### src/hdl/dqs_pkg.sv
// Shared types and codes for the double-ended queue with search.
package dqs_pkg;

   typedef logic signed [31:0] value_type;
   typedef logic [2:0]         op_code_type;
   typedef logic [1:0]         status_type;

   localparam op_code_type OP_PUSH_BACK  = 3'd0;
   localparam op_code_type OP_PUSH_FRONT = 3'd1;
   localparam op_code_type OP_POP_BACK   = 3'd2;
   localparam op_code_type OP_POP_FRONT  = 3'd3;
   localparam op_code_type OP_QUERY      = 3'd4;

   localparam status_type STATUS_OK        = 2'd0;
   localparam status_type STATUS_UNDERFLOW = 2'd1;
   localparam status_type STATUS_OVERFLOW  = 2'd2;

   typedef enum logic [2:0] {
      CELL_IDLE,
      CELL_PUSH_BACK,
      CELL_PUSH_FRONT,
      CELL_POP_BACK,
      CELL_POP_FRONT,
      CELL_QUERY,
      CELL_DRAIN
   } cell_op_type;

   typedef struct packed {
      cell_op_type op;
      value_type   value;
   } cell_cmd_type;

   typedef struct packed {
      logic      valid;
      value_type data;
   } link_type;

   typedef struct packed {
      logic      hit;
      value_type res;
   } gather_type;

endpackage

### src/hdl/dqs_cell.sv
// One queue slot: holds an entry, shifts with its neighbors, gathers results toward the front.
module dqs_cell (
   input  logic                 clock,
   input  logic                 reset,
   input  dqs_pkg::cell_cmd_type cmd,
   input  dqs_pkg::link_type    left,
   input  dqs_pkg::link_type    right,
   input  dqs_pkg::gather_type  right_gather,
   output dqs_pkg::link_type    slot,
   output dqs_pkg::gather_type  gather
);
   import dqs_pkg::*;

   logic       valid_ff;
   value_type  data_ff;
   logic       hit_ff;
   value_type  res_ff;
   logic       is_back;

   assign is_back = valid_ff & ~right.valid;

   always_ff @(posedge clock) begin
      if (reset) begin
         valid_ff <= 1'b0;
      end else begin
         unique case (cmd.op)
            CELL_PUSH_BACK: begin
               if (left.valid & ~valid_ff) valid_ff <= 1'b1;
            end
            CELL_PUSH_FRONT: valid_ff <= left.valid;
            CELL_POP_BACK: begin
               if (is_back) valid_ff <= 1'b0;
            end
            CELL_POP_FRONT: valid_ff <= right.valid;
            CELL_IDLE, CELL_QUERY, CELL_DRAIN: valid_ff <= valid_ff;
         endcase
      end
   end

   always_ff @(posedge clock) begin
      unique case (cmd.op)
         CELL_PUSH_BACK: begin
            if (left.valid & ~valid_ff) data_ff <= cmd.value;
         end
         CELL_PUSH_FRONT: data_ff <= left.data;
         CELL_POP_FRONT:  data_ff <= right.data;
         CELL_IDLE, CELL_POP_BACK, CELL_QUERY, CELL_DRAIN: data_ff <= data_ff;
      endcase
   end

   always_ff @(posedge clock) begin
      unique case (cmd.op)
         CELL_IDLE: begin
            res_ff <= res_ff;
            hit_ff <= hit_ff;
         end
         CELL_DRAIN: begin
            res_ff <= res_ff | right_gather.res;
            hit_ff <= hit_ff | right_gather.hit;
         end
         CELL_POP_BACK: begin
            res_ff <= is_back ? data_ff : '0;
            hit_ff <= 1'b0;
         end
         CELL_QUERY: begin
            res_ff <= '0;
            hit_ff <= valid_ff & (data_ff == cmd.value);
         end
         CELL_PUSH_BACK, CELL_PUSH_FRONT, CELL_POP_FRONT: begin
            res_ff <= '0;
            hit_ff <= 1'b0;
         end
      endcase
   end

   assign slot.valid  = valid_ff;
   assign slot.data   = data_ff;
   assign gather.hit  = hit_ff;
   assign gather.res  = res_ff;

endmodule

### config.mk
export PLATFORM = sky130hd
export DESIGN_NAME = dqs_cell
export DESIGN_NICKNAME = d
export VERILOG_FILES = /design/src/hdl/dqs_pkg.sv /design/src/hdl/dqs_cell.sv
export SDC_FILE = /design/constraint.sdc
export NUM_CORES = 1
export LEC_CHECK = 0
export BUFFER_PORTS_ARGS = -buffer_cell sky130_fd_sc_hd__clkbuf_2
export CELL_PAD_IN_SITES_DETAIL_PLACEMENT = 0
export CELL_PAD_IN_SITES_GLOBAL_PLACEMENT = 1
export CORE_AREA = 5 5 108 110
export CTS_CLUSTER_DIAMETER = 30
export CTS_CLUSTER_SIZE = 16
export DETAILED_ROUTE_END_ITERATION = 10
export DIE_AREA = 0 0 113 115
export PLACE_DENSITY_LB_ADDON = 0.1
export SLEW_MARGIN = 0
export SYNTH_ARGS = -nofsm -noshare
export SYNTH_HDL_FRONTEND = slang
export SYNTH_SLANG_ARGS = --single-unit
### constraint.sdc
create_clock -name clock -period 8.4 [get_ports clock]
set_input_delay 1.26 -clock clock [delete_from_list [all_inputs] [get_ports clock]]
set_output_delay 1.26 -clock clock [all_outputs]
set_load 0.01 [all_outputs]
==> results of run 1 <==
-- logic make-up after synthesis --
logic type / count (synthesis) / share of synthesized area [%]
AO/OA/AOI/OAI: 71 / 15.9
AND/OR/NAND/NOR: 149 / 17.7
buffers and inverters: 21 / 3.81
flip-flops: 66 / 54.6
XOR/XNOR: 33 / 8.00
-- how the worst min path moves through the flow --
stage,from,endpoint,cells after the start
after floorplan,valid_ff,valid_ff,1
after global placement,valid_ff,valid_ff,1
after detailed placement,valid_ff,valid_ff,1
after CTS,valid_ff,valid_ff,1
after global routing,valid_ff,valid_ff,1
final,valid_ff,valid_ff,1
-- power by group through the flow --
stage / combinational [W] / clock, W / sequential (W)
final: 0.000181 / 0.000263 / 0.000430
after global routing: 0.000200 / 0.000285 / 0.000435
after detailed placement: 0.000186 / 0 / 0.000438
after floorplan: 0.0000767 / 0 / 0.000450
after global placement: 0.000183 / 0 / 0.000437
after CTS: 0.000186 / 0.000268 / 0.000431
-- layer usage --
layer / global-route usage (%) / wire length (µm) / vias up
met2: 32.1 / 6100 / 120
met4: 5.21 / 146 / 0
li1: - / - / 1608
met1: 22.9 / 5140 / 1479
met5: 0 / 0 / -
met3: 3.84 / 763 / 13
-- registers in the layout (all words and copies together), names as in the netlist --
| signal | cells |
|---|---|
| data_ff | 32 |
| hit_ff | 1 |
| res_ff | 32 |
| valid_ff | 1 |
-- stage by stage --
step	std cells	area (µm²)	hold WS (ns)	setup slack (ns)
finish	682	4910	0.551	5.42
global route	682	4910	0.586	5.28
CTS	682	4910	0.549	5.38
detailed placement	666	4730	0.522	5.02
global placement	666	4730	0.531	5.07
floorplan	340	3610	0.487	4.59
-- cell usage after synthesis --
cell type	instances	area share, %
sky130_fd_sc_hd__nor4b_1	1	0.24
sky130_fd_sc_hd__o21ai_2	30	7.3
sky130_fd_sc_hd__nor4_1	7	1.2
sky130_fd_sc_hd__o21ai_0	2	0.28
sky130_fd_sc_hd__nor2_1	33	3.4
sky130_fd_sc_hd__nor3b_2	2	0.69
sky130_fd_sc_hd__dfxtp_1	1	0.55
sky130_fd_sc_hd__nor3_1	1	0.14
sky130_fd_sc_hd__o22ai_1	1	0.17
sky130_fd_sc_hd__o31ai_1	1	0.21
sky130_fd_sc_hd__nor3b_4	1	0.52
sky130_fd_sc_hd__xnor2_1	3	0.73
sky130_fd_sc_hd__nor4bb_1	1	0.28
sky130_fd_sc_hd__xor2_1	30	7.3
sky130_fd_sc_hd__nor2b_1	2	0.35
sky130_fd_sc_hd__o21bai_1	1	0.21
sky130_fd_sc_hd__clkbuf_1	1	0.10
sky130_fd_sc_hd__a21oi_1	1	0.14
sky130_fd_sc_hd__a21boi_4	1	0.52
sky130_fd_sc_hd__nand4_1	2	0.35
sky130_fd_sc_hd__inv_1	1	0.10
sky130_fd_sc_hd__a22oi_1	32	6.6
sky130_fd_sc_hd__buf_6	4	1.2
sky130_fd_sc_hd__buf_4	4	0.83
sky130_fd_sc_hd__or3_4	1	0.31
sky130_fd_sc_hd__nand3_1	1	0.14
sky130_fd_sc_hd__buf_2	11	1.5
sky130_fd_sc_hd__edfxtp_1	65	54
sky130_fd_sc_hd__o21a_1	1	0.21
sky130_fd_sc_hd__a221oi_1	1	0.24
sky130_fd_sc_hd__nand2_1	97	10
-- layout make-up --
cell class | count | area, µm²
Clock buffer | 10 | 128
Clock inverter | 6 | 57.6
Fill cell | 1107 | 5690
Inverter | 1 | 3.75
Multi-Input combinational cell | 253 | 1540
Sequential cell | 66 | 1970
Tap cell | 140 | 175
Timing Repair Buffer | 206 | 1040
-- critical path, cell delays in order --
cell	delay, ns
sky130_fd_sc_hd__clkbuf_2	0.23
sky130_fd_sc_hd__or3_4	0.51
sky130_fd_sc_hd__a21boi_4	0.25
sky130_fd_sc_hd__buf_4	0.50
sky130_fd_sc_hd__o21bai_1	0.19
sky130_fd_sc_hd__o31ai_1	0.08
==> impl_metrics.xml, run 1 <==
<?xml version="1.0" encoding="UTF-8"?>
<metrics>
  <group name="sta">
    <metric name="worst_clock_skew" unit="ns">0.00899</metric>
    <metric name="hold_violations" unit="">0</metric>
    <metric name="timing_worst_slew_pin_value" unit="ns">0.910</metric>
    <metric name="finalSetupViolations" unit="">0</metric>
    <metric name="grt_setup_unrepaired" unit="">false</metric>
    <metric name="slew_violations" unit="">0</metric>
    <metric name="max_slew_margin" unit="%">39.2</metric>
    <metric name="finalWorstPathRequiredPeriod" unit="ns">2.98</metric>
    <metric name="fin_crit_sh" unit="%">35.5</metric>
    <metric name="tns" unit="ns">0</metric>
    <metric name="max_freq" unit="MHz">335</metric>
  </group>
  <group name="cells_and_area">
    <metric name="layout-drive-gt1-share" unit="%">47.2</metric>
    <metric name="antennaDiodeCount" unit="">0</metric>
    <metric name="mostFrequentLayoutCells" unit="">sky130_fd_sc_hd__clkbuf_2, sky130_fd_sc_hd__nand2_1, sky130_fd_sc_hd__edfxtp_1, sky130_fd_sc_hd__nor2_1, sky130_fd_sc_hd__a22oi_1</metric>
    <metric name="final_core_util" unit="%">46.4</metric>
    <metric name="finish.net_count" unit="">673</metric>
    <metric name="area.growth.synth_to_final" unit="%">36.0</metric>
    <metric name="layout_commonest_cell" unit="">sky130_fd_sc_hd__clkbuf_2</metric>
  </group>
  <group name="synth">
    <metric name="synthesis.instances" unit="">340</metric>
    <metric name="synth_area" unit="µm²">3610</metric>
    <metric name="synth_warnings" unit="">0</metric>
    <metric name="postSynthNetCount" unit="">476</metric>
    <metric name="synth-seq-area-share" unit="%">54.6</metric>
    <metric name="ys_types" unit="">31</metric>
    <metric name="ys_ff_latch" unit="">66</metric>
    <metric name="syn_area_per_cell" unit="µm²">10.6</metric>
  </group>
  <group name="critical_path">
    <metric name="crit_start" unit="">cmd[34]</metric>
    <metric name="worst-setup-path-type" unit="">input pin to register</metric>
    <metric name="timing.reg2reg.worst_path_depth" unit="">4</metric>
    <metric name="r2r_slack" unit="ns">6.46</metric>
    <metric name="timing.rr.end" unit="">data_ff[12]</metric>
    <metric name="worstSetupEndpointType" unit="">register</metric>
    <metric name="critical_path_peak_fanout" unit="">34</metric>
    <metric name="critPathLaunchType" unit="">input pin</metric>
    <metric name="rr_startpoint" unit="">valid_ff</metric>
    <metric name="worstSetupEndpoint" unit="">hit_ff</metric>
    <metric name="worst_ep_required_time" unit="ns">8.48</metric>
    <metric name="critPathArrivalTime" unit="ns">3.06</metric>
  </group>
  <group name="routing">
    <metric name="route.detailed.drc" unit="">0</metric>
    <metric name="detail-route-antenna-nets" unit="">0</metric>
    <metric name="drt-wirelength-per-cell" unit="µm">17.8</metric>
    <metric name="pre_antenna_drt_iters" unit="">4</metric>
    <metric name="finalWirelength" unit="µm">12200</metric>
    <metric name="total_vias_in_the_final_route" unit="">3220</metric>
    <metric name="via_per_inst" unit="">4.72</metric>
    <metric name="first_iter_violations" unit="">133</metric>
  </group>
  <group name="power_and_ir_drop">
    <metric name="leakage" unit="nW">2.32</metric>
    <metric name="power-per-cell-area" unit="nW/µm²">178</metric>
    <metric name="share_comb_of_total_power" unit="%">20.7</metric>
    <metric name="power_switching" unit="W">0.000257</metric>
    <metric name="switching_share" unit="%">29.4</metric>
    <metric name="seqPwrFrac" unit="%">49.2</metric>
    <metric name="clock_network_fraction_of_design_power" unit="%">30.1</metric>
    <metric name="power" unit="W">0.000875</metric>
    <metric name="cellInternalPower" unit="W">0.000618</metric>
    <metric name="max-vdd-ir-drop" unit="mV">0.0718</metric>
  </group>
  <group name="global_routing">
    <metric name="track_usage" unit="%">18.3</metric>
    <metric name="grt-ovfl-total" unit="">0</metric>
    <metric name="grt_antenna_before_repair" unit="">0</metric>
    <metric name="global_route_wire_length_before_repair" unit="µm">18300</metric>
    <metric name="grt_pass1_vias" unit="">3471</metric>
    <metric name="grt_max_degree" unit="">35</metric>
  </group>
  <group name="floorplanning">
    <metric name="fp.dieW" unit="µm">113</metric>
    <metric name="area_of_the_die" unit="µm²">13000</metric>
    <metric name="fp-row-count" unit="">38</metric>
    <metric name="coreArea" unit="µm²">10600</metric>
    <metric name="ioPinCount" unit="">202</metric>
    <metric name="chipHeight" unit="µm">115</metric>
    <metric name="start_util" unit="%">34.1</metric>
  </group>
  <group name="clocking">
    <metric name="cts.repair.resized" unit="">0</metric>
    <metric name="clock_insertion_delay_worst_skew" unit="ns">0.34</metric>
    <metric name="clock_tree.buffer_depth" unit="">2</metric>
    <metric name="cts_max_level" unit="">3</metric>
    <metric name="cts_root_buffer_type" unit="">sky130_fd_sc_hd__clkbuf_8</metric>
    <metric name="setup_bufs_post_cts" unit="">0</metric>
    <metric name="clk_transition_reported_paths" unit="ns">0.07</metric>
    <metric name="cts_tree" unit="">built</metric>
    <metric name="cts-buffers-inserted" unit="">9</metric>
    <metric name="cts_hold_repair.buffers" unit="">0</metric>
    <metric name="cts.sinks" unit="">66</metric>
  </group>
  <group name="placement">
    <metric name="port-buffer-count" unit="">201</metric>
    <metric name="dpl.hpwl" unit="µm">9070</metric>
    <metric name="globalplace.congestion" unit="">0.780</metric>
  </group>
  <group name="run">
    <metric name="maxCapViolCount" unit="">0</metric>
  </group>
  <group name="outcome">
    <metric name="run_status" unit="">finished, final reports clean</metric>
  </group>
  <group name="hold_path">
    <metric name="hp-class" unit="">register to register</metric>
  </group>
</metrics>
No activity file was read; power rests on OpenSTA's default activity.
==> inputs of run 2 (changes only) <==
--- a/config.mk
+++ b/config.mk
@@ -8,11 +8,11 @@
 export BUFFER_PORTS_ARGS = -buffer_cell sky130_fd_sc_hd__clkbuf_2
 export CELL_PAD_IN_SITES_DETAIL_PLACEMENT = 0
 export CELL_PAD_IN_SITES_GLOBAL_PLACEMENT = 1
-export CORE_AREA = 5 5 108 110
+export CORE_AREA = 5 5 118 120
 export CTS_CLUSTER_DIAMETER = 30
 export CTS_CLUSTER_SIZE = 16
 export DETAILED_ROUTE_END_ITERATION = 10
-export DIE_AREA = 0 0 113 115
+export DIE_AREA = 0 0 123 125
 export PLACE_DENSITY_LB_ADDON = 0.1
 export SLEW_MARGIN = 0
 export SYNTH_ARGS = -nofsm -noshare
==> constraint.sdc (replaced) <==
create_clock -name clock -period 2.6 [get_ports clock]
set_input_delay 0.39 -clock clock [delete_from_list [all_inputs] [get_ports clock]]
set_output_delay 0.39 -clock clock [all_outputs]
set_load 0.01 [all_outputs]
==> run 2 against run 1 <==
Net effect: global-route usage decreased by 2.0 points; setup slack got worse by 4.8 ns; die area increased by 18%; non-clock buffer count increased by 7; highest routed layer unchanged.
==> impl_metrics.xml, run 2 (synthesis gave the netlist of run 1 again) <==
<?xml version="1.0" encoding="UTF-8"?>
<metrics>
  <group name="outcome">
    <metric name="run_status" unit="">finished, final reports clean</metric>
  </group>
  <group name="cells_and_area">
    <metric name="layout-drive-gt1-share" unit="%">47.6</metric>
    <metric name="multiInputGateArea" unit="µm²">1540</metric>
    <metric name="biggestRegsByFlops" unit="">data_ff: 32 flops, res_ff: 32 flops</metric>
    <metric name="sequential_cell_area" unit="µm²">1970</metric>
    <metric name="fillers" unit="">1331</metric>
    <metric name="layout_commonest_cell" unit="">sky130_fd_sc_hd__clkbuf_2</metric>
    <metric name="area.growth.synth_to_final" unit="%">41.2</metric>
    <metric name="antennaDiodeCount" unit="">0</metric>
    <metric name="mostFrequentLayoutCells" unit="">sky130_fd_sc_hd__clkbuf_2, sky130_fd_sc_hd__nand2_1, sky130_fd_sc_hd__edfxtp_1, sky130_fd_sc_hd__nor2_1, sky130_fd_sc_hd__a22oi_1</metric>
    <metric name="finish.net_count" unit="">680</metric>
  </group>
  <group name="floorplanning">
    <metric name="chipHeight" unit="µm">125</metric>
    <metric name="start_util" unit="%">28.1</metric>
    <metric name="coreArea" unit="µm²">12900</metric>
    <metric name="fp-row-count" unit="">42</metric>
    <metric name="ioPinCount" unit="">202</metric>
    <metric name="fp.dieW" unit="µm">123</metric>
    <metric name="area_of_the_die" unit="µm²">15400</metric>
  </group>
  <group name="critical_path">
    <metric name="r2r_slack" unit="ns">0.85</metric>
    <metric name="worstSetupEndpointType" unit="">register</metric>
    <metric name="worst_ep_required_time" unit="ns">2.67</metric>
    <metric name="critical_path_peak_fanout" unit="">22</metric>
    <metric name="path_buf_inv" unit="">2</metric>
    <metric name="worst-setup-path-type" unit="">input pin to register</metric>
    <metric name="critical_path.max_stage_delay" unit="ns">0.83</metric>
    <metric name="critPathLaunchType" unit="">input pin</metric>
    <metric name="worst_path_dominant_cell_family" unit="">compound AO/OA/AOI/OAI gates</metric>
    <metric name="rr_startpoint" unit="">data_ff[21]</metric>
    <metric name="critPathArrivalTime" unit="ns">2.01</metric>
    <metric name="timing.reg2reg.worst_path_depth" unit="">4</metric>
    <metric name="timing.rr.end" unit="">hit_ff</metric>
    <metric name="critical_path.slowest_cell" unit="">sky130_fd_sc_hd__a21boi_4</metric>
    <metric name="timing.critical_path.cells" unit="">clkbuf_2, or3_4, a21boi_4, buf_4, o21ai_0</metric>
  </group>
  <group name="placement">
    <metric name="port-buffer-count" unit="">201</metric>
    <metric name="dpl.hpwl" unit="µm">9800</metric>
    <metric name="post-place-ws" unit="ns">0.245</metric>
    <metric name="globalplace.congestion" unit="">0.743</metric>
  </group>
  <group name="hold_path">
    <metric name="min_path_cells" unit="">3</metric>
    <metric name="worst_hold_path.endpoint" unit="">valid_ff</metric>
    <metric name="hp-class" unit="">input pin to register</metric>
    <metric name="holdCritStartpoint" unit="">reset</metric>
  </group>
  <group name="routing">
    <metric name="finalWirelength" unit="µm">12500</metric>
    <metric name="via_per_inst" unit="">4.47</metric>
    <metric name="drt-wirelength-per-cell" unit="µm">17.3</metric>
    <metric name="total_vias_in_the_final_route" unit="">3236</metric>
    <metric name="pre_antenna_drt_iters" unit="">4</metric>
    <metric name="detail-route-antenna-nets" unit="">0</metric>
    <metric name="route.detailed.drc" unit="">0</metric>
    <metric name="first_iter_violations" unit="">123</metric>
  </group>
  <group name="sta">
    <metric name="fin_crit_sh" unit="%">74.4</metric>
    <metric name="tns" unit="ns">0</metric>
    <metric name="hold_violations" unit="">0</metric>
    <metric name="grt_setup_unrepaired" unit="">false</metric>
    <metric name="slew_violations" unit="">0</metric>
    <metric name="finalSetupViolations" unit="">0</metric>
    <metric name="finalWorstPathRequiredPeriod" unit="ns">1.93</metric>
    <metric name="max_slew_margin" unit="%">28.1</metric>
    <metric name="setup_ws" unit="ns">0.666</metric>
    <metric name="max_freq" unit="MHz">517</metric>
    <metric name="worst_clock_skew" unit="ns">0.00468</metric>
    <metric name="timing_worst_slew_pin_value" unit="ns">1.08</metric>
  </group>
  <group name="global_routing">
    <metric name="grt-ovfl-total" unit="">0</metric>
    <metric name="grt_antenna_before_repair" unit="">0</metric>
    <metric name="track_usage" unit="%">16.3</metric>
    <metric name="grt_pass1_vias" unit="">3426</metric>
    <metric name="global_route_wire_length_before_repair" unit="µm">18900</metric>
    <metric name="grt_max_degree" unit="">34</metric>
  </group>
  <group name="clocking">
    <metric name="cts-buffers-inserted" unit="">9</metric>
    <metric name="cts.sinks" unit="">66</metric>
    <metric name="cts_root_buffer_type" unit="">sky130_fd_sc_hd__clkbuf_16</metric>
    <metric name="cts_hold_repair.buffers" unit="">0</metric>
    <metric name="clock_insertion_delay_worst_skew" unit="ns">0.33</metric>
    <metric name="clock_tree.buffer_depth" unit="">2</metric>
    <metric name="setup_bufs_post_cts" unit="">0</metric>
    <metric name="cts_tree" unit="">built</metric>
    <metric name="clk_transition_reported_paths" unit="ns">0.05</metric>
    <metric name="cts.repair.resized" unit="">0</metric>
    <metric name="cts_max_level" unit="">3</metric>
  </group>
  <group name="power_and_ir_drop">
    <metric name="max-vdd-ir-drop" unit="mV">0.228</metric>
    <metric name="leakage" unit="nW">2.40</metric>
    <metric name="power-per-cell-area" unit="nW/µm²">616</metric>
  </group>
  <group name="run">
    <metric name="maxCapViolCount" unit="">0</metric>
  </group>
</metrics>
[run 2: through the flow]
stage          total power (W)  hold slack, ns  std cells  utilization, %  area, µm²
4_1_cts                0.00319           0.302        724            39.6       5100
5_1_grt                0.00331           0.319        724            39.6       5100
3_3_place_gp           0.00201           0.539        709            37.5       4830
6_report               0.00314           0.314        724            39.6       5100
2_1_floorplan          0.00170           0.487        340               -       3620
3_5_place_dp           0.00202           0.535        709            37.5       4830
[run 2: where the power goes]
group          total [W]  switching (W)  internal, W
clock            0.00116       0.000432     0.000725
sequential       0.00140      0.0000883      0.00131
combinational   0.000585       0.000326     0.000259
[run 2: final cells by class]
type,count,share of cell area (%)
Clock inverter,5,0.907
Timing Repair Buffer,213,21.5
Inverter,1,0.0736
Tap cell,176,4.32
Multi-Input combinational cell,253,30.1
Clock buffer,10,4.49
Sequential cell,66,38.6
[run 2: metal layers]
layer	part of all wire, %	track usage (%)	wire (µm)
met5	0	0	0
met4	1.6	6.12	203
met3	5.9	2.98	737
met2	49	27.6	6160
met1	43	20.7	5430
[run 2: worst reg2reg max path: cells and delay by family, from the launching register on]
family | cells | cell delay, ns
simple gates | 2 | 0.70
flops | 1 | 0.45
xor+xnor | 1 | 0.19
compound gates | 1 | 0.24
[run 2: worst max path at each step]
stage | from | endpoint | cells after the start
after floorplan | cmd[34] | data_ff[0] | 4
after global placement | cmd[33] | res_ff[31] | 5
after detailed placement | cmd[33] | res_ff[31] | 5
after CTS | cmd[33] | res_ff[31] | 5
after global routing | cmd[33] | res_ff[31] | 5
final | cmd[33] | res_ff[31] | 5
==> inputs of run 3 (changes only) <==
--- a/config.mk
+++ b/config.mk
@@ -5,14 +5,15 @@
 export SDC_FILE = /design/constraint.sdc
 export NUM_CORES = 1
 export LEC_CHECK = 0
+export ABC_AREA = 1
 export BUFFER_PORTS_ARGS = -buffer_cell sky130_fd_sc_hd__clkbuf_2
 export CELL_PAD_IN_SITES_DETAIL_PLACEMENT = 0
 export CELL_PAD_IN_SITES_GLOBAL_PLACEMENT = 1
-export CORE_AREA = 5 5 118 120
+export CORE_AREA = 5 5 116 118
 export CTS_CLUSTER_DIAMETER = 30
 export CTS_CLUSTER_SIZE = 16
 export DETAILED_ROUTE_END_ITERATION = 10
-export DIE_AREA = 0 0 123 125
+export DIE_AREA = 0 0 121 123
 export PLACE_DENSITY_LB_ADDON = 0.1
 export SLEW_MARGIN = 0
 export SYNTH_ARGS = -nofsm -noshare
==> constraint.sdc (replaced) <==
create_clock -name clock -period 1.8 [get_ports clock]
set_input_delay 0.27 -clock clock [delete_from_list [all_inputs] [get_ports clock]]
set_output_delay 0.27 -clock clock [all_outputs]
set_load 0.01 [all_outputs]
==> run 3 against run 2 <==
Net effect: design area rose by 3.9%; critical endpoint is now data_ff[23]; wire length grew 8.3%; worst hold slack worse by 0.13 ns; sequential power grew 44%.
==> impl_metrics.xml, run 3 <==
<?xml version="1.0" encoding="UTF-8"?>
<metrics>
  <group name="outcome">
    <metric name="run_status" unit="">finished, final reports clean</metric>
  </group>
  <group name="critical_path">
    <metric name="timing.reg2reg.worst_path_depth" unit="">6</metric>
    <metric name="worst_ep_required_time" unit="ns">1.83</metric>
    <metric name="worst-setup-path-type" unit="">input pin to register</metric>
    <metric name="worstSetupEndpointType" unit="">register</metric>
    <metric name="critPathArrivalTime" unit="ns">1.57</metric>
    <metric name="timing.critical_path.cells" unit="">clkbuf_2, clkinvlp_4, nand2_8, o21ai_4, nand2_2, nand3_2, nor2_4, buf_4</metric>
    <metric name="critical_path.slowest_cell" unit="">sky130_fd_sc_hd__clkbuf_2</metric>
    <metric name="path_buf_inv" unit="">3</metric>
    <metric name="worst_path_dominant_cell_family" unit="">buffers and inverters</metric>
    <metric name="cp.depth" unit="">8</metric>
    <metric name="critPathLaunchType" unit="">input pin</metric>
    <metric name="critical_path_peak_fanout" unit="">10</metric>
    <metric name="critical_path.max_stage_delay" unit="ns">0.32</metric>
  </group>
  <group name="synth">
    <metric name="post-synth-top-area-cell" unit="">sky130_fd_sc_hd__edfxtp_1</metric>
    <metric name="synthFlopType" unit="">sky130_fd_sc_hd__edfxtp_1</metric>
    <metric name="synth.top_cell.area_share" unit="%">51.3</metric>
    <metric name="postSynthNetCount" unit="">597</metric>
    <metric name="ys_top_cells_by_count" unit="">sky130_fd_sc_hd__nand2_1, sky130_fd_sc_hd__nand3_1, sky130_fd_sc_hd__edfxtp_1, sky130_fd_sc_hd__inv_1, sky130_fd_sc_hd__o21ai_0</metric>
    <metric name="ys_ff_latch" unit="">66</metric>
    <metric name="synth-edff-count" unit="">65</metric>
    <metric name="synth-seq-area-share" unit="%">51.9</metric>
    <metric name="synth_most_common_cell" unit="">sky130_fd_sc_hd__nand2_1</metric>
    <metric name="synth_area" unit="µm²">3800</metric>
    <metric name="syn_area_per_cell" unit="µm²">8.25</metric>
    <metric name="asyncSetResetFlopFracSynth" unit="%">0</metric>
    <metric name="ys_top_cells_by_area" unit="">sky130_fd_sc_hd__edfxtp_1, sky130_fd_sc_hd__nand2_1, sky130_fd_sc_hd__nand3_1</metric>
    <metric name="synth_warnings" unit="">0</metric>
    <metric name="synthesis.instances" unit="">461</metric>
    <metric name="ys_types" unit="">25</metric>
  </group>
  <group name="placement">
    <metric name="dpl.hpwl" unit="µm">10400</metric>
    <metric name="port-buffer-count" unit="">201</metric>
    <metric name="globalplace.congestion" unit="">0.782</metric>
    <metric name="placed_cell_area" unit="µm²">5050</metric>
    <metric name="post-place-ws" unit="ns">-0.0826</metric>
  </group>
  <group name="sta">
    <metric name="tns" unit="ns">0</metric>
    <metric name="timing_worst_slew_pin_value" unit="ns">0.994</metric>
    <metric name="max_slew_margin" unit="%">33.6</metric>
    <metric name="hold_violations" unit="">0</metric>
    <metric name="fin_crit_sh" unit="%">85.4</metric>
    <metric name="slew_violations" unit="">0</metric>
    <metric name="setup_ws" unit="ns">0.262</metric>
    <metric name="finalSetupViolations" unit="">0</metric>
    <metric name="finalWorstPathRequiredPeriod" unit="ns">1.54</metric>
    <metric name="max_freq" unit="MHz">650</metric>
    <metric name="grt_setup_unrepaired" unit="">false</metric>
    <metric name="worst_clock_skew" unit="ns">0.00369</metric>
  </group>
  <group name="global_routing">
    <metric name="grt-ovfl-total" unit="">0</metric>
    <metric name="grt_pass1_vias" unit="">3812</metric>
    <metric name="grt_antenna_before_repair" unit="">0</metric>
    <metric name="grt_max_degree" unit="">34</metric>
    <metric name="track_usage" unit="%">17.8</metric>
    <metric name="global_route_wire_length_before_repair" unit="µm">20100</metric>
  </group>
  <group name="cells_and_area">
    <metric name="layout_commonest_cell" unit="">sky130_fd_sc_hd__clkbuf_2</metric>
    <metric name="finish.net_count" unit="">800</metric>
    <metric name="mostFrequentLayoutCells" unit="">sky130_fd_sc_hd__clkbuf_2, sky130_fd_sc_hd__nand2_1, sky130_fd_sc_hd__nand3_1, sky130_fd_sc_hd__edfxtp_1, sky130_fd_sc_hd__inv_1</metric>
    <metric name="antennaDiodeCount" unit="">0</metric>
    <metric name="area.growth.synth_to_final" unit="%">39.4</metric>
    <metric name="biggestRegsByFlops" unit="">data_ff: 32 flops, res_ff: 32 flops</metric>
    <metric name="final_cell_area" unit="µm²">5300</metric>
    <metric name="layout-drive-gt1-share" unit="%">35.6</metric>
    <metric name="fillers" unit="">1316</metric>
  </group>
  <group name="routing">
    <metric name="wl_met1" unit="µm">6080</metric>
    <metric name="pre_antenna_drt_iters" unit="">4</metric>
    <metric name="route.detailed.drc" unit="">0</metric>
    <metric name="detail-route-antenna-nets" unit="">0</metric>
    <metric name="met3_length" unit="µm">961</metric>
    <metric name="routed.top_layer" unit="">met4</metric>
    <metric name="met2WireLength" unit="µm">6400</metric>
    <metric name="total_vias_in_the_final_route" unit="">3823</metric>
    <metric name="via_per_inst" unit="">4.55</metric>
    <metric name="drt-wirelength-per-cell" unit="µm">16.1</metric>
    <metric name="first_iter_violations" unit="">194</metric>
    <metric name="finalWirelength" unit="µm">13600</metric>
  </group>
  <group name="clocking">
    <metric name="setup_bufs_post_cts" unit="">0</metric>
    <metric name="cts_tree" unit="">built</metric>
    <metric name="clk_transition_reported_paths" unit="ns">0.05</metric>
    <metric name="clock_insertion_delay_worst_skew" unit="ns">0.33</metric>
    <metric name="cts_hold_repair.buffers" unit="">0</metric>
    <metric name="cts_max_level" unit="">3</metric>
    <metric name="cts_root_buffer_type" unit="">sky130_fd_sc_hd__clkbuf_16</metric>
    <metric name="cts.sinks" unit="">66</metric>
    <metric name="cts-buffers-inserted" unit="">9</metric>
    <metric name="clock_tree.buffer_depth" unit="">2</metric>
    <metric name="cts.repair.resized" unit="">0</metric>
  </group>
  <group name="power_and_ir_drop">
    <metric name="leakage" unit="nW">2.66</metric>
    <metric name="max-vdd-ir-drop" unit="mV">0.343</metric>
    <metric name="power-per-cell-area" unit="nW/µm²">847</metric>
  </group>
  <group name="floorplanning">
    <metric name="fp-row-count" unit="">41</metric>
    <metric name="ioPinCount" unit="">202</metric>
    <metric name="chipHeight" unit="µm">123</metric>
    <metric name="start_util" unit="%">30.8</metric>
    <metric name="fp.dieW" unit="µm">121</metric>
    <metric name="area_of_the_die" unit="µm²">14900</metric>
    <metric name="coreArea" unit="µm²">12400</metric>
  </group>
  <group name="run">
    <metric name="maxCapViolCount" unit="">0</metric>
  </group>
  <group name="hold_path">
    <metric name="min_path_cells" unit="">4</metric>
    <metric name="hp-class" unit="">input pin to register</metric>
  </group>
</metrics>
==> run 3: changes by cell type after synthesis, sizes merged, moves of 4 or more <==
cell | previous run | this run
nand2 | 97 | 144
a22oi | 32 | 0
nand3 | 1 | 79
clkbuf | 1 | 5
xor2 | 30 | 4
inv | 1 | 49
nor2 | 33 | 19
o21ai | 32 | 62
nor4 | 7 | 0
==> run 3: kinds of logic after synthesis <==
logic type | after synthesis | synth area share, %
AND/OR/NAND/NOR | 247 | 28.1
buffers and inverters | 71 | 8.49
AO/OA/AOI/OAI | 68 | 9.44
flip-flops | 66 | 51.9
XOR/XNOR | 9 | 2.07
==> run 3: through the flow <==
| stage | power, W | utilization [%] | instances | hold WS, ns |
|---|---|---|---|---|
| after detailed placement | 0.00299 | 40.8 | 825 | 0.523 |
| after floorplan | 0.00250 | - | 461 | 0.416 |
| after global placement | 0.00299 | 40.8 | 825 | 0.525 |
| final | 0.00449 | 42.9 | 841 | 0.185 |
| after global routing | 0.00471 | 42.9 | 841 | 0.194 |
| after CTS | 0.00455 | 42.9 | 841 | 0.170 |
==> run 3: metal layers <==
layer | vias to the layer above | global-route usage (%)
li1 | 1949 | -
met1 | 1736 | 22.8
met2 | 130 | 29.6
met3 | 8 | 5.49
met4 | 0 | 3.90
met5 | - | 0
==> run 3: where the power goes <==
| group | total, W | leakage, nW | internal [W] | switching [W] |
|---|---|---|---|---|
| logic | 0.000934 | 1.84 | 0.000380 | 0.000555 |
| clock network | 0.00155 | 0.126 | 0.000913 | 0.000633 |
| registers | 0.00201 | 0.700 | 0.00190 | 0.000110 |
| total | 0.00449 | 2.66 | 0.00319 | 0.00130 |
==> run 3: path summary, 6_finish.rpt <==
| check | slack [ns] | from | to |
|---|---|---|---|
| setup / recovery | 0.26 | cmd[34] | data_ff[23] |
| setup reg to reg | 0.41 | valid_ff | res_ff[0] |
| hold reg to reg | 0.54 | valid_ff | valid_ff |
| hold / removal | 0.19 | reset | valid_ff |
==> run 3: worst reg2reg max path: cells and delay by family, from the launching register on <==
kind                   cells  cell delay (ns)
buffers and inverters      3             0.36
AOI/OAI and AO/OA          1             0.16
DFF                        1             0.33
and+or+nand+nor            2             0.40
==> run 3: area by class of cell <==
class,count,area [µm²],share of cell area [%]
flip-flops and latches,66,1970,37.2
multi-input cells,324,1540,29.1
repair buffers,214,1130,21.3
clock buffers,11,233,4.39
well taps,172,215,4.06
inverters,49,188,3.54
clock inverters,5,21.3,0.401
